==> src/sv/ttse_pkg.sv <==
// Shared types and constants for the terminal tab stop engine.
// Used by the controller, the datapath and the top level; depends on nothing.
package ttse_pkg;

    // Sizes of the line and of the payload fields.
    localparam int MAX_COLUMNS = 256;
    localparam int COL_W       = $clog2(MAX_COLUMNS);
    localparam int WIDTH_W     = COL_W + 1;
    localparam int COUNT_W     = 16;
    localparam int OP_W        = 3;

    // Default stops fall on every eighth column.
    localparam int TAB_LOG2 = 3;

    // Line width after reset.
    localparam logic [WIDTH_W-1:0] LINE_WIDTH_RESET = WIDTH_W'(80);

    // Operation codes.
    localparam logic [OP_W-1:0] OP_SET_STOP   = 3'd0;
    localparam logic [OP_W-1:0] OP_CLEAR_STOP = 3'd1;
    localparam logic [OP_W-1:0] OP_CLEAR_ALL  = 3'd2;
    localparam logic [OP_W-1:0] OP_DEFAULTS   = 3'd3;
    localparam logic [OP_W-1:0] OP_FORWARD    = 3'd4;
    localparam logic [OP_W-1:0] OP_BACKWARD   = 3'd5;

    // Commands from the controller to the datapath.
    typedef struct packed {
        logic load;        // capture the input beat
        logic ext_step;    // initialize one more column of the bitmap
        logic clear_all;   // empty the bitmap and drop the defaults
        logic defaults;    // empty the bitmap and restore the defaults
        logic write_stop;  // set or clear the stop under the cursor
        logic set_fault;   // flag the cursor as outside the line
        logic scan_issue;  // read the next column in the direction of movement
        logic scan_test;   // step onto that column and count its stop
        logic out_load;    // move the result into the output register
    } ctrl_cmd_t;

    // Status from the datapath to the controller.
    typedef struct packed {
        logic [OP_W-1:0] op;
        logic            need_extend;
        logic            cursor_out;
        logic            scan_more;
        logic            out_free;
    } dp_status_t;

endpackage

==> src/sv/ttse_ctrl.sv <==
// Controller state machine of the terminal tab stop engine.
// Depends on ttse_pkg; drives the command struct of ttse_datapath.
module ttse_ctrl (
    input  logic                  aclk,
    input  logic                  aresetn,
    input  logic                  s_valid,
    output logic                  s_ready,
    input  ttse_pkg::dp_status_t  status,
    output ttse_pkg::ctrl_cmd_t   cmd
);
    import ttse_pkg::*;

    typedef enum logic [5:0] {
        ST_IDLE   = 6'b000001,
        ST_EXTEND = 6'b000010,
        ST_EXEC   = 6'b000100,
        ST_ISSUE  = 6'b001000,
        ST_TEST   = 6'b010000,
        ST_FINISH = 6'b100000
    } state_t;

    state_t state_reg, state_next;

    assign s_ready = (state_reg == ST_IDLE);

    // Next state and commands.
    always_comb begin
        state_next = state_reg;
        cmd        = '0;
        case (state_reg)
            ST_IDLE: begin
                if (s_valid) begin
                    cmd.load   = 1'b1;
                    state_next = ST_EXTEND;
                end
            end
            ST_EXTEND: begin
                // Only column operations extend the bitmap first.
                if (status.need_extend &&
                    (status.op == OP_SET_STOP || status.op == OP_CLEAR_STOP ||
                     status.op == OP_FORWARD || status.op == OP_BACKWARD)) begin
                    cmd.ext_step = 1'b1;
                end else begin
                    state_next = ST_EXEC;
                end
            end
            ST_EXEC: begin
                state_next = ST_FINISH;
                case (status.op)
                    OP_SET_STOP, OP_CLEAR_STOP: begin
                        if (status.cursor_out) begin
                            cmd.set_fault = 1'b1;
                        end else begin
                            cmd.write_stop = 1'b1;
                        end
                    end
                    OP_FORWARD, OP_BACKWARD: begin
                        if (status.cursor_out) begin
                            cmd.set_fault = 1'b1;
                        end else begin
                            state_next = ST_ISSUE;
                        end
                    end
                    OP_CLEAR_ALL: begin
                        cmd.clear_all = 1'b1;
                    end
                    OP_DEFAULTS: begin
                        cmd.defaults = 1'b1;
                    end
                    default: begin
                        state_next = ST_FINISH;
                    end
                endcase
            end
            ST_ISSUE: begin
                if (status.scan_more) begin
                    cmd.scan_issue = 1'b1;
                    state_next     = ST_TEST;
                end else begin
                    state_next = ST_FINISH;
                end
            end
            ST_TEST: begin
                cmd.scan_test = 1'b1;
                state_next    = ST_ISSUE;
            end
            ST_FINISH: begin
                // Wait until the output register is free.
                if (status.out_free) begin
                    cmd.out_load = 1'b1;
                    state_next   = ST_IDLE;
                end
            end
            default: begin
                state_next = ST_IDLE;
            end
        endcase
    end

    // State register.
    always_ff @(posedge aclk) begin
        if (!aresetn) begin
            state_reg <= ST_IDLE;
        end else begin
            state_reg <= state_next;
        end
    end

`ifndef SYNTH
    // A test step always follows the read that feeds it.
    assert property (@(posedge aclk) disable iff (!aresetn)
        cmd.scan_test |-> $past(cmd.scan_issue))
        else $error("scan test without a preceding read");

    // A new beat is only taken while the controller is idle.
    assert property (@(posedge aclk) disable iff (!aresetn)
        cmd.load |-> (state_reg == ST_IDLE))
        else $error("input beat taken while busy");

    // The state register always holds exactly one state.
    assert property (@(posedge aclk) disable iff (!aresetn)
        $onehot(state_reg))
        else $error("state register not one-hot");
`endif

endmodule

==> src/sv/ttse_datapath.sv <==
// Datapath of the terminal tab stop engine: stop bitmap memory, cursor,
// counters, line width register and output register. Depends on ttse_pkg.
module ttse_datapath (
    input  logic                          aclk,
    input  logic                          aresetn,
    input  logic [ttse_pkg::OP_W-1:0]     s_operation,
    input  logic [ttse_pkg::COL_W-1:0]    s_cursor_column,
    input  logic [ttse_pkg::COUNT_W-1:0]  s_tab_count,
    input  logic                          cfg_valid,
    input  logic [ttse_pkg::WIDTH_W-1:0]  cfg_wdata,
    input  ttse_pkg::ctrl_cmd_t           cmd,
    output ttse_pkg::dp_status_t          status,
    input  logic                          m_ready,
    output logic                          m_valid,
    output logic [ttse_pkg::COL_W-1:0]    m_new_column,
    output logic                          m_fault
);
    import ttse_pkg::*;

    logic [WIDTH_W-1:0] line_width_reg;
    logic [WIDTH_W-1:0] init_width_reg;
    logic               dflt_reg;
    logic [OP_W-1:0]    op_reg;
    logic [COL_W-1:0]   cur_reg;
    logic [COUNT_W-1:0] count_reg;
    logic [COL_W-1:0]   col_reg;
    logic [COUNT_W-1:0] done_reg;
    logic               fault_reg;
    logic [COL_W-1:0]   addr_reg;
    logic               rd_data_reg;
    logic               m_valid_reg;
    logic [COL_W-1:0]   m_col_reg;
    logic               m_fault_reg;

    logic [WIDTH_W-1:0] eff_width;
    logic [COL_W-1:0]   scan_addr;
    logic               fwd;
    logic               wr_en;
    logic [COL_W-1:0]   wr_addr;
    logic               wr_data;

    logic mem [MAX_COLUMNS];

    // Widths above the line buffer saturate.
    assign eff_width = (line_width_reg > WIDTH_W'(MAX_COLUMNS)) ?
                       WIDTH_W'(MAX_COLUMNS) : line_width_reg;

    assign fwd = (op_reg == OP_FORWARD);

    // Neighbor column in the direction of movement.
    assign scan_addr = fwd ? (col_reg + COL_W'(1)) : (col_reg - COL_W'(1));

    // Status toward the controller.
    always_comb begin
        status.op          = op_reg;
        status.need_extend = (init_width_reg < eff_width);
        status.cursor_out  = ({1'b0, cur_reg} >= eff_width);
        if (fwd) begin
            status.scan_more = (({1'b0, col_reg} + WIDTH_W'(1)) < eff_width) &&
                               (done_reg < count_reg);
        end else begin
            status.scan_more = (col_reg != '0) && (done_reg < count_reg);
        end
        status.out_free = !m_valid_reg || m_ready;
    end

    // Line width register, written from the configuration port.
    always_ff @(posedge aclk) begin
        if (!aresetn) begin
            line_width_reg <= LINE_WIDTH_RESET;
        end else if (cfg_valid) begin
            line_width_reg <= cfg_wdata;
        end
    end

    // Initialized width and default flag.
    always_ff @(posedge aclk) begin
        if (!aresetn) begin
            init_width_reg <= '0;
            dflt_reg       <= 1'b1;
        end else if (cmd.clear_all) begin
            init_width_reg <= '0;
            dflt_reg       <= 1'b0;
        end else if (cmd.defaults) begin
            init_width_reg <= '0;
            dflt_reg       <= 1'b1;
        end else if (cmd.ext_step) begin
            init_width_reg <= init_width_reg + WIDTH_W'(1);
        end
    end

    // Captured command, cursor and scan counters.
    always_ff @(posedge aclk) begin
        if (cmd.load) begin
            op_reg    <= s_operation;
            cur_reg   <= s_cursor_column;
            count_reg <= s_tab_count;
            col_reg   <= s_cursor_column;
            done_reg  <= '0;
            fault_reg <= 1'b0;
        end else begin
            if (cmd.set_fault) begin
                fault_reg <= 1'b1;
            end
            if (cmd.scan_test) begin
                col_reg <= addr_reg;
                if (rd_data_reg) begin
                    done_reg <= done_reg + COUNT_W'(1);
                end
            end
        end
    end

    // Single write port: extension fill or the stop under the cursor.
    always_comb begin
        wr_en   = cmd.ext_step || cmd.write_stop;
        wr_addr = cmd.ext_step ? init_width_reg[COL_W-1:0] : cur_reg;
        if (cmd.ext_step) begin
            wr_data = dflt_reg && (init_width_reg[COL_W-1:TAB_LOG2] != '0) &&
                      (init_width_reg[TAB_LOG2-1:0] == '0);
        end else begin
            wr_data = (op_reg == OP_SET_STOP);
        end
    end

    // Stop bitmap memory with a registered read.
    always_ff @(posedge aclk) begin
        if (wr_en) begin
            mem[wr_addr] <= wr_data;
        end
    end

    always_ff @(posedge aclk) begin
        rd_data_reg <= mem[scan_addr];
        if (cmd.scan_issue) begin
            addr_reg <= scan_addr;
        end
    end

    // Output register; holds its beat until the receiver takes it.
    always_ff @(posedge aclk) begin
        if (!aresetn) begin
            m_valid_reg <= 1'b0;
        end else if (cmd.out_load) begin
            m_valid_reg <= 1'b1;
        end else if (m_ready) begin
            m_valid_reg <= 1'b0;
        end
    end

    always_ff @(posedge aclk) begin
        if (cmd.out_load) begin
            m_col_reg   <= col_reg;
            m_fault_reg <= fault_reg;
        end
    end

    assign m_valid      = m_valid_reg;
    assign m_new_column = m_col_reg;
    assign m_fault      = m_fault_reg;

`ifndef SYNTH
    // The initialized part of the bitmap never outgrows the buffer.
    assert property (@(posedge aclk) disable iff (!aresetn)
        init_width_reg <= WIDTH_W'(MAX_COLUMNS))
        else $error("initialized width beyond the buffer");

    // A result is never loaded over one that is still waiting.
    assert property (@(posedge aclk) disable iff (!aresetn)
        cmd.out_load |-> (!m_valid_reg || m_ready))
        else $error("output register overwritten");

    // Stops are only written inside the line.
    assert property (@(posedge aclk) disable iff (!aresetn)
        cmd.write_stop |-> ({1'b0, cur_reg} < eff_width))
        else $error("stop written outside the line");
`endif

endmodule

==> src/sv/terminal_tab_stop_engine.sv <==
// Top level of the terminal tab stop engine.
// Depends on ttse_pkg, ttse_ctrl and ttse_datapath.
//
// Input channel (s_): one beat carries an operation, the cursor column and
// a tab count. Result channel (m_): one beat per input beat, carrying the
// new cursor column and a fault flag. Configuration channel (cfg_): one
// beat writes the line width; cfg_ready is always high, and writes belong
// between commands.
//
// The bitmap is extended by up to 256 columns, one per cycle through the
// single write port of the stop memory, and a forward or backward move
// walks over up to 255 columns, each read and then tested in its own state
// (ST_ISSUE, then ST_TEST) because the memory read is registered. One item
// is worked on at a time; s_ready is high while the controller is idle.
//
// Reset: line width 80, bitmap empty, default stops enabled; no result is
// pending. If the receiver stalls, the result stays in the output register
// and the next input beat is still taken; that item finishes its work and
// then waits until the output register is free.
module terminal_tab_stop_engine (
    input  logic                          aclk,
    input  logic                          aresetn,
    input  logic                          s_valid,
    output logic                          s_ready,
    input  logic [ttse_pkg::OP_W-1:0]     s_operation,
    input  logic [ttse_pkg::COL_W-1:0]    s_cursor_column,
    input  logic [ttse_pkg::COUNT_W-1:0]  s_tab_count,
    output logic                          m_valid,
    input  logic                          m_ready,
    output logic [ttse_pkg::COL_W-1:0]    m_new_column,
    output logic                          m_fault,
    input  logic                          cfg_valid,
    output logic                          cfg_ready,
    input  logic [ttse_pkg::WIDTH_W-1:0]  cfg_wdata
);
    import ttse_pkg::*;

    ctrl_cmd_t  cmd;
    dp_status_t status;

    // The width register takes a write in any cycle.
    assign cfg_ready = 1'b1;

    ttse_ctrl u_ctrl (
        .aclk    (aclk),
        .aresetn (aresetn),
        .s_valid (s_valid),
        .s_ready (s_ready),
        .status  (status),
        .cmd     (cmd)
    );

    ttse_datapath u_datapath (
        .aclk            (aclk),
        .aresetn         (aresetn),
        .s_operation     (s_operation),
        .s_cursor_column (s_cursor_column),
        .s_tab_count     (s_tab_count),
        .cfg_valid       (cfg_valid),
        .cfg_wdata       (cfg_wdata),
        .cmd             (cmd),
        .status          (status),
        .m_ready         (m_ready),
        .m_valid         (m_valid),
        .m_new_column    (m_new_column),
        .m_fault         (m_fault)
    );

endmodule

==> config.mk <==
export PLATFORM = sky130hd
export DESIGN_NAME = terminal_tab_stop_engine
export DESIGN_NICKNAME = d
export VERILOG_FILES = /design/src/sv/ttse_pkg.sv /design/src/sv/ttse_ctrl.sv /design/src/sv/ttse_datapath.sv /design/src/sv/terminal_tab_stop_engine.sv
export SDC_FILE = /design/constraint.sdc
export NUM_CORES = 1
export LEC_CHECK = 0
export ABC_CLOCK_PERIOD_IN_PS = 34500
export BUFFER_PORTS_ARGS = -buffer_cell sky130_fd_sc_hd__buf_4
export CORE_MARGIN = 10
export CORE_UTILIZATION = 45
export CTS_CLUSTER_SIZE = 24
export DETAILED_ROUTE_END_ITERATION = 8
export PLACE_DENSITY = 0.6
export SYNTH_ARGS = -nofsm -noshare
export SYNTH_HDL_FRONTEND = slang
export SYNTH_SLANG_ARGS = --single-unit
==> constraint.sdc <==
create_clock -name aclk -period 34.5 [get_ports aclk]
set_input_delay 5.175 -clock aclk [delete_from_list [all_inputs] [get_ports aclk]]
set_output_delay 5.175 -clock aclk [all_outputs]
set_load 0.005 [all_outputs]
== Yosys cells after proc, flatten, opt, wreduce, memory -nomap -nowiden ==
Memory sizes are Yosys's and may differ from the RTL's. A register that Yosys moved wholly into a read port is not among the register bits.
Cells that the tools add are included.
Word-level totals
  bits in registers: 95
  word-level logic and storage cells: 100
  memories kept: 1
  input port bits: 41
  bits in writable memories: 256
Operators by class
  reductions and logical operators: 24
  $lt $le $gt $ge: 5
  bitwise logic cells: 1
  eq/ne operators: 14
  add/sub/neg operators: 5
  multiplexer cells: 36
Memory list
  u_datapath.mem: words 256, bits a word 1, rd ports 1, clocked after memory_dff 1, wr ports 1, line ttse_datapath.sv:42  | logic mem [MAX_COLUMNS];
Operator list (count)
  6-bit two-way mux: 6
  6-bit case mux with 6 select lines: 1
  8-bit two-way mux: 4
  1-bit two-way mux: 23
  9-bit less-than comparator: 2
  16-bit by 1-bit adder with 16-bit output, second input constant: 1
  16-bit less-than comparator: 1
  8-bit by 1-bit adder with 9-bit output, second input constant: 1
  9-bit by 1-bit adder with 9-bit output, second input constant: 1
  8-bit by 9-bit greater-or-equal comparator with 1-bit output: 1
  9-bit > comparator, second input constant: 1
  9-bit two-way mux: 1
  8-bit by 1-bit adder with 8-bit output, second input constant: 1
  8-bit nonzero test: 1
  8-bit by 1-bit subtractor with 8-bit output, second input constant: 1
  3-bit by 2-bit == test with 1-bit output, second input constant: 2
  3-bit == test, second input constant: 2
  6-bit by 1-bit == test with 1-bit output, second input constant: 1
  6-bit by 2-bit == test with 1-bit output, second input constant: 1
  6-bit by 3-bit == test with 1-bit output, second input constant: 1
  6-bit by 4-bit == test with 1-bit output, second input constant: 1
  6-bit by 5-bit == test with 1-bit output, second input constant: 1
  6-bit == test, second input constant: 1
  3-bit logical NOT: 2
  14 further kinds: 27

== Longest topological paths before layout ==
Gate-level depths: netlist of the first run.
  depth in word-level cells: 10
  mapped depth: 15
  gate-level depth less buffers: 13

== Hierarchy ==
A second synthesis of the first run with hierarchy kept.
Second synthesis, totals
  cell total of the unflattened synthesis: 1223
  area total of the unflattened synthesis: 16309.4 um^2
By module, submodules not included
  ttse_datapath: cells each 1172, times used 1, area an instance 15874.0 um^2, seq. area each 10009.6 um^2
  ttse_ctrl: cells each 49, times used 1, area an instance 424.2 um^2, seq. area each 120.1 um^2
  terminal_tab_stop_engine: cells each 2, times used 1, area an instance 11.3 um^2, seq. area each 0.0 um^2

== Least setup slack after synthesis of the first run ==
Ideal clock, no wire load.
  kind: register to register
  start: reg u_datapath.line_width_reg[8]
  end: mem u_datapath.mem[0], data pin
  setup time: 2959 ps
  slack: 15484 ps
  cell stages (with the launch flop): 12
  path buffers: 2
  arrival time: 16056 ps
  cells stage by stage: dfxtp_1 -> clkinv_1 -> nand2_1 -> ha_1 -> a21o_1 -> a21o_1 -> a211o_1 -> a21oi_1 -> o21a_1 -> buf_2 -> buf_2 -> o41ai_1
On the way
  longest elaborated chain between the ends: 7
RTL lines
  from (decl): line ttse_datapath.sv:20  | logic [WIDTH_W-1:0] line_width_reg;
  from (signal assigned): line ttse_datapath.sv:72  | line_width_reg <= cfg_wdata;
  9-bit > comparator: line ttse_datapath.sv:45  | assign eff_width = (line_width_reg > WIDTH_W'(MAX_COLUMNS)) ?
  9-bit two-way mux (*): line ttse_datapath.sv:45
  9-bit less-than comparator (*): line ttse_datapath.sv:56  | status.need_extend = (init_width_reg < eff_width);
  1-bit logical AND (*): line ttse_ctrl.sv:39  | if (status.need_extend &&
  1-bit two-way mux (*): line ttse_ctrl.sv:39
  1-bit two-way mux (*): line ttse_ctrl.sv:30  | case (state_reg)
  1-bit two-way mux (*): line ttse_datapath.sv:118  | if (cmd.ext_step) begin
  via u_datapath.wr_data: line ttse_datapath.sv:40  | logic wr_data;
  to (decl): line ttse_datapath.sv:42
The timed path passes the listed nets; every way through them passes the cells marked *.

== Worst setup path after layout of the first run ==
  start: reg u_ctrl.state_reg[3]
  end: out s_ready
On the way
  longest elaborated chain between the ends: 1
RTL lines
  from (decl): line ttse_ctrl.sv:22  | state_t state_reg, state_next;
  from (signal assigned): line ttse_ctrl.sv:105  | state_reg <= state_next;
  6-bit by 1-bit == test with 1-bit output: line ttse_ctrl.sv:24  | assign s_ready = (state_reg == ST_IDLE);
  to (decl): line terminal_tab_stop_engine.sv:24  | output logic s_ready,
No other way between the ends.

==> results of run 1 <==
-- power by group --
part | switching [mW] | internal [mW]
sequential | 0.00595 | 0.472
clock | 0.170 | 0.236
combinational | 0.0876 | 0.0569
total | 0.263 | 0.765
-- worst max-delay path by stage --
stage / startpoint / endpoint / slack [ps]
after global routing: u_ctrl.state_reg[3] / s_ready / 27500
after detailed placement: s_valid / u_datapath.col_reg[0] / 27910
after CTS: u_ctrl.state_reg[3] / s_ready / 27670
after floorplan: u_datapath.line_width_reg[8] / u_datapath.mem[0] / 15480
after global placement: s_valid / u_datapath.col_reg[0] / 27920
final: u_ctrl.state_reg[3] / s_ready / 27700
-- through the flow --
step	setup slack, ps	cell area (um^2)	utilization
2_1_floorplan	15480	16490	-
3_3_place_gp	27920	17370	0.4779
3_5_place_dp	27910	17370	0.4779
4_1_cts	27670	18620	0.5123
5_1_grt	27500	18620	0.5123
6_report	27700	18620	0.5123
-- cells in the mapped netlist, types with 11 or more instances --
master / number / share of area
sky130_fd_sc_hd__a211oi_1: 14 / 0.0064
sky130_fd_sc_hd__o21ai_0: 13 / 0.0039
sky130_fd_sc_hd__and2_1: 20 / 0.0076
sky130_fd_sc_hd__and3_1: 21 / 0.0080
sky130_fd_sc_hd__xnor2_1: 11 / 0.0058
sky130_fd_sc_hd__mux4_2: 64 / 0.087
sky130_fd_sc_hd__inv_1: 25 / 0.0057
sky130_fd_sc_hd__xor2_1: 19 / 0.010
sky130_fd_sc_hd__nand2_1: 81 / 0.018
sky130_fd_sc_hd__nand2b_1: 19 / 0.0072
sky130_fd_sc_hd__dfxtp_1: 44 / 0.053
sky130_fd_sc_hd__buf_2: 21 / 0.0064
sky130_fd_sc_hd__mux2i_1: 18 / 0.011
sky130_fd_sc_hd__a21oi_1: 29 / 0.0088
sky130_fd_sc_hd__nand3_1: 16 / 0.0049
sky130_fd_sc_hd__edfxtp_1: 308 / 0.56
sky130_fd_sc_hd__ha_1: 50 / 0.038
sky130_fd_sc_hd__a21o_1: 12 / 0.0055
sky130_fd_sc_hd__clkbuf_1: 44 / 0.010
sky130_fd_sc_hd__nor2_1: 339 / 0.077
sky130_fd_sc_hd__a31oi_1: 12 / 0.0046
sky130_fd_sc_hd__nor3_1: 20 / 0.0061
sky130_fd_sc_hd__o21ai_1: 16 / 0.0049
-- layout by cell type, fill, tap and decap left out, types with 4 or more instances in the layout --
cell type	n
sky130_fd_sc_hd__nor2_1	339
sky130_fd_sc_hd__edfxtp_1	308
sky130_fd_sc_hd__nand2_1	81
sky130_fd_sc_hd__buf_4	67
sky130_fd_sc_hd__mux4_2	64
sky130_fd_sc_hd__ha_1	50
sky130_fd_sc_hd__dfxtp_1	44
sky130_fd_sc_hd__clkbuf_16	42
sky130_fd_sc_hd__a21oi_1	29
sky130_fd_sc_hd__inv_1	25
sky130_fd_sc_hd__and3_1	21
sky130_fd_sc_hd__nor3_1	20
sky130_fd_sc_hd__nand2b_1	19
sky130_fd_sc_hd__and2_1	19
sky130_fd_sc_hd__xor2_1	18
sky130_fd_sc_hd__mux2i_1	18
sky130_fd_sc_hd__nand3_1	16
sky130_fd_sc_hd__a211oi_1	14
sky130_fd_sc_hd__o21ai_0	13
sky130_fd_sc_hd__clkinv_1	12
sky130_fd_sc_hd__a21o_1	12
sky130_fd_sc_hd__o21ai_2	12
sky130_fd_sc_hd__a31oi_1	12
sky130_fd_sc_hd__xnor2_1	11
sky130_fd_sc_hd__nor2b_1	10
sky130_fd_sc_hd__nand4_1	10
sky130_fd_sc_hd__mux2_2	10
sky130_fd_sc_hd__nor4_1	9
sky130_fd_sc_hd__a221oi_1	9
sky130_fd_sc_hd__clkbuf_1	7
sky130_fd_sc_hd__clkinv_2	6
sky130_fd_sc_hd__o21ai_1	5
sky130_fd_sc_hd__or3_1	5
sky130_fd_sc_hd__or2_2	4
sky130_fd_sc_hd__nand3b_1	4
-- cells by family after synthesis --
logic type / after synthesis / synth area share
AO/OA/AOI/OAI: 130 / 0.05249
XOR/XNOR: 30 / 0.01593
adder cells (fa/ha/maj): 51 / 0.03914
buffers and inverters: 98 / 0.02412
flip-flops: 352 / 0.6141
multiplexers: 92 / 0.1051
other: 1 / 0.0002273
AND/OR/NAND/NOR: 565 / 0.1488
-- worst max-delay path: cells and delay by family, from the launching register on --
family        cells  cell delay [ps]
buf+inv           1              170
simple gates      3              550
flops             1              360
-- metal layers --
metal,global-route usage,up-vias,routed length [um]
met5,0,-,0
met4,0.06199,0,1159
met2,0.3010,335,19400
met3,0.02854,78,2604
li1,-,4901,-
met1,0.2369,5321,16910
-- cell type report --
class                   count  share of cell area
clock buffers              52             0.06008
well taps                 468             0.03145
clock inverters            21            0.006989
flip-flops and latches    352              0.5440
multi-input cells         869              0.3237
repair buffers             68             0.02809
inverters                  28            0.005645
==> parameters.txt, run 1 <==
Parameter                              Value

Clocking
  Reg clk slew, reported paths ... 60 ps
  Number of clock sinks seen by CTS ... 352
  Number of H-tree levels ... 2
  Clock root buffer ... sky130_fd_sc_hd__clkbuf_16
  Cts bufs inserted ... 40
  Number of post-CTS setup repair buffers ... 0
  Cts-stage hold buffer count ... 0
  Number of gates resized after cts ... 0
  Later-pin clock latency in the skew report ... 540 ps
  Clock Path Buffers ... 3
  TritonCTS clock tree ... done

Global route
  Leftover overflow at the end of global routing ... 0
  Pin count of the biggest net entering global routing ... 257
  Number of antenna violations at the first check in global routing ... 0
  Vias in the first global route ... 10.71k
  First-pass GRT wire length ... 62440 um
  Global-route usage over all layers ... 0.1810

Setup path
  Critical path capture point type ... output pin
  Length in cells of the worst reg-to-reg path ... 12
  Max stage delay cell, worst path ... sky130_fd_sc_hd__dfxtp_1
  Endpoint arrival time on the critical path ... 1630 ps
  Cells traversed along the worst timing path ... nor2_1 > nand2_1 > nor3b_1 > buf_4
  Worst Setup Path Type ... reg -> out
  Startpoint type of the worst setup path ... flop
  Critical register-to-register path endpoint ... u_datapath.rd_data_reg
  Top fanout value on the critical path ... 6
  Required @ worst endpoint ... 29320 ps
  Critical Path Max Stage Delay ... 360 ps
  Critical register-to-register path startpoint ... u_datapath.col_reg[0]
  Flop2flop setup slack ... 29550 ps

Hold path
  Hold wc startpoint ... u_datapath.fault_reg
  Worst min-delay path endpoint ... u_datapath.m_fault
  Count of cells along the worst hold path ... 0
  Kind of path behind the tightest hold check ... reg -> reg

Drt
  Vias/cell ... 5.724
  Detailed Route Iter0 Violations ... 898
  Number of search-and-repair iterations in the first detailed-routing pass ... 5
  Routed WL per cell ... 21.57 um
  DRC violations left ... 0
  Vias after detailed routing ... 10.64k
  Post-route ant nets ... 0
  Total detailed-routing wirelength ... 40080 um

Run
  Total of max-cap violations ... 0

STA
  Clock skew after layout ... 13.42 ps
  Fmax ... 147.0 MHz
  Crit share post-route ... 0.1972
  Fin. max-slew vios ... 0
  Tightest slew margin relative to the limit ... 0.1810
  Final sum of negative setup slack ... 0 ps
  Number of failing hold endpoints at the final stage ... 0
  Slew at the pin closest to its max-slew limit ... 1229 ps
  Clock period minus final worst setup slack ... 6802 ps
  Smallest hold slack ... 462.8 ps
  Setup-violating endpoint count in the final report ... 0
  Unrepaired setup endpoints after global routing ... no

Cells and area
  Filler Cells Inserted ... 3189
  Area growth from synthesis to final layout ... 12.88%
  Number of nets in the layout ... 1451
  Multi-input logic area ... 6027 um^2
  Ratio of cells with drive above 1 in the final layout ... 0.1597
  Reg area ... 10130 um^2
  Number of antenna cells inserted ... 0
  Final Instance Count excl. Fillers ... 1858
  Largest register FFs ... 256

Floorplan
  Effective utilization at floorplan ... 0.4538
  Die Wd ... 211.5 um
  Die Outline Area ... 44710 um^2
  Ports ... 53
  Number of standard-cell rows in the floorplan ... 70
  Chip Height ... 211.5 um
  Placeable core region ... 36350 um^2

Yosys
  Most frequently used flop master after synthesis ... sky130_fd_sc_hd__edfxtp_1
  Mapped Nets ... 1411
  Number of library cell types mapped by synthesis ... 60
  Async S/R FF share, synth ... 0
  Cells after Synth ... 1319
  Mapped Avg Cell Area ... 12.51 um^2
  Share of the yosys chip area belonging to registers ... 0.6141
  Synth Register Bits ... 352
  Number of enable-type register cells in the synthesized netlist ... 308
  Cell Area, Synth ... 16490 um^2
  Yosys Warn Count ... 0

Place
  Post-placement cell count ... 1785
  Final weighted congestion in routability-driven placement ... 0.8137
  DP Wirelength ... 24150 um
  Port Buf Inserts ... 51

Pwr
  Final Power ... 1.028 mW
  Leakage dissipation ... 6.339 nW
  Maximum vdd ir drop ... 0.03308 mV
  Power density normalized to cell area ... 55.23 nW/um^2

Run status
  Result of the run ... complete, no violations
No activity file was read; power rests on OpenSTA's default activity.
==> inputs of run 2 (changes only) <==
- ABC_CLOCK_PERIOD_IN_PS: 34500 -> 6250
- PLACE_DENSITY: 0.6 -> 0.62
- clock period: 34.5 -> 6.25 ns (I/O delays scaled with it)
==> run 2 against run 1 <==
Sequential power grew to 5.5 times the previous value. Die area stayed put. Clock skew is 2.9 ps lower. Worst hold slack better by 12 ps. Flip-flop and latch count stayed put. First-iteration DRC count is 14% higher. Highest routed layer unchanged.
==> parameters.txt, run 2 (synthesis gave the netlist of run 1 again) <==
Parameter                              Value

Floorplan
  Effective utilization at floorplan ... 0.4538 (unchanged)
  Die Wd ... 211.5 um (unchanged)
  Number of standard-cell rows in the floorplan ... 70 (unchanged)
  Placeable core region ... 36350 um^2 (unchanged)
  Ports ... 53 (unchanged)
  Die Outline Area ... 44710 um^2 (unchanged)
  Chip Height ... 211.5 um (unchanged)

Setup path
  Critical register-to-register path startpoint ... u_datapath.line_width_reg[8] (was u_datapath.col_reg[0])
  Critical Path Max Stage Delay ... 1070 ps (was 360 ps)
  Max stage delay cell, worst path ... sky130_fd_sc_hd__o21ai_1 (was sky130_fd_sc_hd__dfxtp_1)
  CP Depth ... 9 (was 4)
  Critical path capture point type ... flop (was output pin)
  Critical register-to-register path endpoint ... u_datapath.mem[69] (was u_datapath.rd_data_reg)
  Endpoint of the worst setup timing path ... u_datapath.mem[69] (was s_ready)
  Worst Setup SP ... u_datapath.line_width_reg[8] (was u_ctrl.state_reg[3])
  WP buf/inv ... 1 (unchanged)
  Top fanout value on the critical path ... 32 (was 6)
  Required @ worst endpoint ... 6480 ps (was 29320 ps)
  Length in cells of the worst reg-to-reg path ... 9 (was 12)
  Startpoint type of the worst setup path ... flop (unchanged)
  Worst Setup Path Type ... reg -> reg (was reg -> out)
  Cells traversed along the worst timing path ... clkinv_8 > nand2_1 > ha_1 > a21o_1 > a2111oi_0 > o21a_1 > nor3_1 > o21ai_1 > nor2_1 (was nor2_1 > nand2_1 > nor3b_1 > buf_4)
  Endpoint arrival time on the critical path ... 4550 ps (was 1630 ps)
  Flop2flop setup slack ... 1930 ps (was 29550 ps)
  Family with the most delay on the worst path ... compound AO/OA/AOI/OAI gates (was simple AND/OR/NAND/NOR gates)

Clocking
  Number of clock sinks seen by CTS ... 352 (unchanged)
  Number of gates resized after cts ... 0 (unchanged)
  Clock root buffer ... sky130_fd_sc_hd__clkbuf_16 (unchanged)
  Later-pin clock latency in the skew report ... 520 ps (was 540 ps)
  Number of post-CTS setup repair buffers ... 0 (unchanged)
  TritonCTS clock tree ... done (unchanged)
  Clock Path Buffers ... 3 (unchanged)
  Cts bufs inserted ... 39 (was 40)
  Cts-stage hold buffer count ... 0 (unchanged)
  Number of H-tree levels ... 2 (unchanged)
  Reg clk slew, reported paths ... 60 ps (about the same)

Drt
  Vias after detailed routing ... 10.63k (was 10.64k)
  Vias/cell ... 5.720 (was 5.724)
  Number of search-and-repair iterations in the first detailed-routing pass ... 5 (unchanged)
  Routed WL per cell ... 21.71 um (was 21.57 um)
  Total detailed-routing wirelength ... 40350 um (was 40080 um)
  DRC violations left ... 0 (unchanged)
  Detailed Route Iter0 Violations ... 1026 (was 898)
  Post-route ant nets ... 0 (unchanged)

Global route
  Number of antenna violations at the first check in global routing ... 0 (unchanged)
  Vias in the first global route ... 10.53k (was 10.71k)
  First-pass GRT wire length ... 61880 um (was 62440 um)
  Pin count of the biggest net entering global routing ... 257 (unchanged)
  Global-route usage over all layers ... 0.1796 (was 0.1810)
  Leftover overflow at the end of global routing ... 0 (unchanged)

Cells and area
  Largest register FFs ... 256 (unchanged)
  Filler Cells Inserted ... 3164 (was 3189)
  Multi-input logic area ... 6068 um^2 (was 6027 um^2)
  Reg area ... 10130 um^2 (about the same)
  Number of nets in the layout ... 1455 (was 1451)
  Ratio of cells with drive above 1 in the final layout ... 0.1574 (was 0.1597)
  Number of antenna cells inserted ... 0 (unchanged)
  Area growth from synthesis to final layout ... 13.32% (was 12.88%)
  Most common cell after layout, fill and taps aside ... sky130_fd_sc_hd__nor2_1 (unchanged)
  Post-route cell area ... 18690 um^2 (was 18620 um^2)
  Top library cells by usage in the layout, fill and taps aside ... sky130_fd_sc_hd__nor2_1 (339), sky130_fd_sc_hd__edfxtp_1 (308), sky130_fd_sc_hd__nand2_1 (77) (was sky130_fd_sc_hd__nor2_1 (339), sky130_fd_sc_hd__edfxtp_1 (308), sky130_fd_sc_hd__nand2_1 (81))

Place
  Post-Place Cell Area ... 17470 um^2 (was 17370 um^2)
  Final weighted congestion in routability-driven placement ... 0.8533 (was 0.8137)
  Pre-CTS setup slack ... 1890 ps (was 27910 ps)
  Port Buf Inserts ... 51 (unchanged)
  DP Wirelength ... 26170 um (was 24150 um)

STA
  Fin. max-slew vios ... 0 (unchanged)
  Worst-case setup margin in the final layout ... 1927 ps (was 27700 ps)
  Tightest slew margin relative to the limit ... 0.1031 (was 0.1810)
  Unrepaired setup endpoints after global routing ... no (unchanged)
  Setup-violating endpoint count in the final report ... 0 (unchanged)
  Clock period minus final worst setup slack ... 4323 ps
  Slew at the pin closest to its max-slew limit ... 1336 ps (was 1229 ps)
  Smallest hold slack ... 475.2 ps (was 462.8 ps)
  Crit share post-route ... 0.6917
  Clock skew after layout ... 10.53 ps (was 13.42 ps)
  Fmax ... 231.3 MHz
  Number of failing hold endpoints at the final stage ... 0 (unchanged)

Hold path
  Kind of path behind the tightest hold check ... reg -> reg (unchanged)

Pwr
  Relative contribution of sequential cells to total power ... 0.467 (was 0.465)
  Clock power share ... 0.392 (was 0.395)
  Leakage dissipation ... 6.357 nW (was 6.339 nW)
  Cell-internal power ... 4.244 mW (was 0.7651 mW)
  Switching share of power ... 0.2491 (was 0.2559)
  Final Power ... 5.652 mW (was 1.028 mW)
  Switching Power ... 1.408 mW (was 0.2632 mW)
  Maximum vdd ir drop ... 0.1641 mV (was 0.03308 mV)
  Share of power burned in combinational logic ... 0.141 (about the same)
  Power density normalized to cell area ... 302.4 nW/um^2 (was 55.23 nW/um^2)

Run status
  Result of the run ... complete, no violations (unchanged)

Run
  Total of max-cap violations ... 0 (unchanged)
-- run 2: cell count changes in the layout (fill, tap and decap cells not counted), moves of 4 or more --
cell / delta
sky130_fd_sc_hd__buf_4: +5
sky130_fd_sc_hd__clkbuf_1: +5
sky130_fd_sc_hd__clkinv_2: -4
sky130_fd_sc_hd__nand2_1: -4
sky130_fd_sc_hd__nand2_4: +4
sky130_fd_sc_hd__o21ai_1: +11
sky130_fd_sc_hd__o21ai_2: -11
-- run 2: cell type report --
type / count / area share
clock buffers: 57 / 0.06024
clock inverters: 12 / 0.005355
inverters: 28 / 0.006292
multi-input cells: 869 / 0.3247
flip-flops and latches: 352 / 0.5421
well taps: 468 / 0.03133
repair buffers: 73 / 0.02999
-- run 2: worst min path at each step --
stage / slack, ps / start / endpoint / cells after the start
6_report: 480 / u_datapath.fault_reg / u_datapath.m_fault / 0
5_1_grt: 490 / u_datapath.fault_reg / u_datapath.m_fault / 0
4_1_cts: 470 / u_datapath.fault_reg / u_datapath.m_fault / 0
3_5_place_dp: 450 / u_datapath.fault_reg / u_datapath.m_fault / 0
3_3_place_gp: 460 / u_datapath.fault_reg / u_datapath.m_fault / 0
2_1_floorplan: 410 / u_datapath.fault_reg / u_datapath.m_fault / 0
-- run 2: stage by stage --
step | setup TNS (ps) | instances | utilization
3_5_place_dp | 0 | 1790 | 0.4805
6_report | 0 | 1859 | 0.5143
2_1_floorplan | -246680 | 1319 | -
4_1_cts | 0 | 1859 | 0.5143
5_1_grt | 0 | 1859 | 0.5143
3_3_place_gp | 0 | 1790 | 0.4805
-- run 2: layer usage --
metal	track usage	vias up	part of all wire
met5	0	-	0
met4	0.06348	0	0.033
met3	0.03741	76	0.075
met2	0.2881	375	0.47
met1	0.2373	5277	0.42
li1	-	4905	-
-- run 2: power by group through the flow --
stage	combinational, mW	clock, mW	sequential [mW]
floorplan	0.551	0	2.68
global placement	0.790	0	2.69
detailed placement	0.794	0	2.69
CTS	0.797	2.26	2.64
global route	0.869	2.35	2.64
finish	0.798	2.21	2.64
==> inputs of run 3 (changes only) <==
- ABC_CLOCK_PERIOD_IN_PS: 6250 -> 3500
- clock period: 6.25 -> 3.5 ns (I/O delays scaled with it)
==> run 3 against run 2 <==
Clock power rose by 92%. Worst hold slack got worse by 310 ps. Maximum frequency rose by 28%. Critical path depth rose by 1. Combinational power rose by 93%.
==> parameters.txt, run 3 (synthesis gave the netlist of run 1 again) <==
Parameter                              Value

Run status
  Result of the run ... complete, no violations (unchanged)

Clocking
  Later-pin clock latency in the skew report ... 550 ps (was 520 ps)
  Number of H-tree levels ... 2 (unchanged)
  TritonCTS clock tree ... done (unchanged)
  Clock root buffer ... sky130_fd_sc_hd__clkbuf_16 (unchanged)
  Reg clk slew, reported paths ... 60 ps (about the same)
  Cts-stage hold buffer count ... 0 (unchanged)
  Clock Path Buffers ... 3 (unchanged)
  Cts bufs inserted ... 39 (unchanged)
  Number of clock sinks seen by CTS ... 352 (unchanged)

Floorplan
  Chip Height ... 211.5 um (unchanged)
  Number of standard-cell rows in the floorplan ... 70 (unchanged)
  Die Outline Area ... 44710 um^2 (unchanged)
  Ports ... 53 (unchanged)
  Placeable core region ... 36350 um^2 (unchanged)
  Effective utilization at floorplan ... 0.4538 (unchanged)
  Die Wd ... 211.5 um (unchanged)

Setup path
  Worst Setup Path Type ... reg -> reg (unchanged)
  Startpoint type of the worst setup path ... flop (unchanged)
  CP Depth ... 10 (was 9)
  Endpoint of the worst setup timing path ... u_datapath.rd_data_reg (was u_datapath.mem[69])
  Top fanout value on the critical path ... 13 (was 32)
  Max stage delay cell, worst path ... sky130_fd_sc_hd__fa_2 (was sky130_fd_sc_hd__o21ai_1)
  Length in cells of the worst reg-to-reg path ... 10 (was 9)
  Required @ worst endpoint ... 3880 ps (was 6480 ps)
  Worst Setup SP ... u_datapath.col_reg[0] (was u_datapath.line_width_reg[8])
  Cells traversed along the worst timing path ... clkinv_2 > fa_2 > buf_8 > mux4_2 > a221oi_1 > a311o_1 > a21oi_1 > a221o_1 > nor4_1 > a31oi_1 (was clkinv_8 > nand2_1 > ha_1 > a21o_1 > a2111oi_0 > o21a_1 > nor3_1 > o21ai_1 > nor2_1)
  Critical register-to-register path startpoint ... u_datapath.col_reg[0] (was u_datapath.line_width_reg[8])
  Critical path capture point type ... flop (unchanged)
  Family with the most delay on the worst path ... adder cells (was compound AO/OA/AOI/OAI gates)
  Flop2flop setup slack ... 130 ps (was 1930 ps)
  Endpoint arrival time on the critical path ... 3750 ps (was 4550 ps)
  Critical register-to-register path endpoint ... u_datapath.rd_data_reg (was u_datapath.mem[69])
  WP buf/inv ... 2 (was 1)
  Critical Path Max Stage Delay ... 940 ps (was 1070 ps)

Place
  Post-placement cell count ... 1843 (was 1790)
  Final weighted congestion in routability-driven placement ... 0.8375 (was 0.8533)
  Port Buf Inserts ... 51 (unchanged)
  Post-Place Cell Area ... 17930 um^2 (was 17470 um^2)
  DP Wirelength ... 26300 um (was 26170 um)

Pwr
  Power density normalized to cell area ... 545.0 nW/um^2 (was 302.4 nW/um^2)
  Relative contribution of sequential cells to total power ... 0.448 (was 0.467)
  Switching Power ... 2.619 mW (was 1.408 mW)
  Share of power burned in combinational logic ... 0.147 (was 0.141)
  Cell-internal power ... 7.879 mW (was 4.244 mW)
  Switching share of power ... 0.2495 (was 0.2491)
  Leakage dissipation ... 6.681 nW (was 6.357 nW)
  Final Power ... 10.50 mW (was 5.652 mW)
  Clock power share ... 0.405 (was 0.392)
  Maximum vdd ir drop ... 0.2869 mV (was 0.1641 mV)

STA
  Tightest slew margin relative to the limit ... 0.3371 (was 0.1031)
  Fmax ... 296.9 MHz (was 231.3 MHz)
  Number of failing hold endpoints at the final stage ... 0 (unchanged)
  Slew at the pin closest to its max-slew limit ... 990.9 ps (was 1336 ps)
  Setup-violating endpoint count in the final report ... 0 (unchanged)
  Final sum of negative setup slack ... 0 ps (unchanged)
  Clock skew after layout ... 20.85 ps (was 10.53 ps)
  Crit share post-route ... 0.9624 (was 0.6917)
  Fin. max-slew vios ... 0 (unchanged)
  Smallest hold slack ... 164.1 ps (was 475.2 ps)
  Unrepaired setup endpoints after global routing ... no (unchanged)
  Clock period minus final worst setup slack ... 3369 ps (was 4323 ps)

Drt
  Number of search-and-repair iterations in the first detailed-routing pass ... 7 (was 5)
  Post-route ant nets ... 0 (unchanged)
  Vias after detailed routing ... 10.78k (was 10.63k)
  Routed WL per cell ... 21.50 um (was 21.71 um)
  Total detailed-routing wirelength ... 41110 um (was 40350 um)
  Detailed Route Iter0 Violations ... 1059 (was 1026)
  Vias/cell ... 5.639 (was 5.720)
  DRC violations left ... 0 (unchanged)

Global route
  Leftover overflow at the end of global routing ... 0 (unchanged)
  Vias in the first global route ... 10.89k (was 10.53k)
  Pin count of the biggest net entering global routing ... 133 (was 257)
  Number of antenna violations at the first check in global routing ... 0 (unchanged)
  First-pass GRT wire length ... 63310 um (was 61880 um)
  Global-route usage over all layers ... 0.1846 (was 0.1796)

Cells and area
  Top library cells by usage in the layout, fill and taps aside ... sky130_fd_sc_hd__nor2_1 (339), sky130_fd_sc_hd__edfxtp_1 (308), sky130_fd_sc_hd__buf_4 (120) (was sky130_fd_sc_hd__nor2_1 (339), sky130_fd_sc_hd__edfxtp_1 (308), sky130_fd_sc_hd__nand2_1 (77))
  Ratio of cells with drive above 1 in the final layout ... 0.1974 (was 0.1574)
  Area growth from synthesis to final layout ... 16.79% (was 13.32%)
  Largest register FFs ... 256 (unchanged)
  Final Instance Count excl. Fillers ... 1912 (was 1859)
  Number of nets in the layout ... 1509 (was 1455)
  Most common cell after layout, fill and taps aside ... sky130_fd_sc_hd__nor2_1 (unchanged)
  Post-route cell area ... 19260 um^2 (was 18690 um^2)
  Number of antenna cells inserted ... 0 (unchanged)

Hold path
  Count of cells along the worst hold path ... 1 (was 0)
  Kind of path behind the tightest hold check ... in -> reg (was reg -> reg)

Run
  Total of max-cap violations ... 0 (unchanged)
## run 3: changes by cell type in the layout (fill, tap and decap cells not counted), sizes merged
cell	before	now
clkinv	12	11
bufinv	2	6
clkinvlp	0	1
clkbuf	57	51
inv	26	27
buf	73	127
## run 3: through the flow
step                utilization  worst slack [ps]
floorplan                     -             -3714
global placement         0.4932             84.55
detailed placement       0.4932             25.22
CTS                      0.5298             81.15
global route             0.5300           0.09059
finish                   0.5300             131.5
## run 3: worst min path at each step
stage                         start  slack, ps                       end
2_1_floorplan  u_datapath.fault_reg        410        u_datapath.m_fault
5_1_grt             s_tab_count[14]        140  u_datapath.count_reg[14]
4_1_cts             s_tab_count[14]        130  u_datapath.count_reg[14]
6_report             s_tab_count[0]        160   u_datapath.count_reg[0]
3_5_place_dp   u_datapath.fault_reg        440        u_datapath.m_fault
3_3_place_gp   u_datapath.fault_reg        450        u_datapath.m_fault
## run 3: area by class of cell
type,instances,area [um^2]
fill,3101,17080
sequential,352,10130
multi-input combinational,869,6076
clock buffer,51,1062
timing repair buffer,127,1036
tap,468,585.6
clock inverter,17,251.5
inverter,28,118.9
## run 3: power by group through the flow
stage | Combinational (mW) | Sequential (mW) | Clock, mW
after floorplan | 0.997 | 4.79 | 0
after global placement | 1.49 | 4.79 | 0
after detailed placement | 1.52 | 4.79 | 0
after CTS | 1.54 | 4.71 | 4.34
after global routing | 1.67 | 4.71 | 4.52
final | 1.54 | 4.71 | 4.25
## run 3: what timing repair did
item                                   CTS  global route
endpoints found under the hold margin    0             0
gates resized for setup                  0             2
buffers inserted                         1             0
pin swaps                                1             1
setup endpoints to repair                1            76
## run 3: per-layer routing
layer	wire, um	vias to the layer above	GRT usage	share of wire
met5	85	-	0.01491	0.0021
met4	1454	2	0.07488	0.035
met3	2944	81	0.03682	0.072
met2	19650	359	0.3015	0.48
met1	16980	5318	0.2355	0.41
li1	-	5022	-	-
## run 3: worst register-to-register path, delay by kind of cell, from the launching register on
family,cells,cell delay [ps]
and+or+nand+nor,1,280
adders and majority gates,1,940
muxes,1,320
DFF,1,430
buffers and inverters,2,380
AOI/OAI and AO/OA,5,870
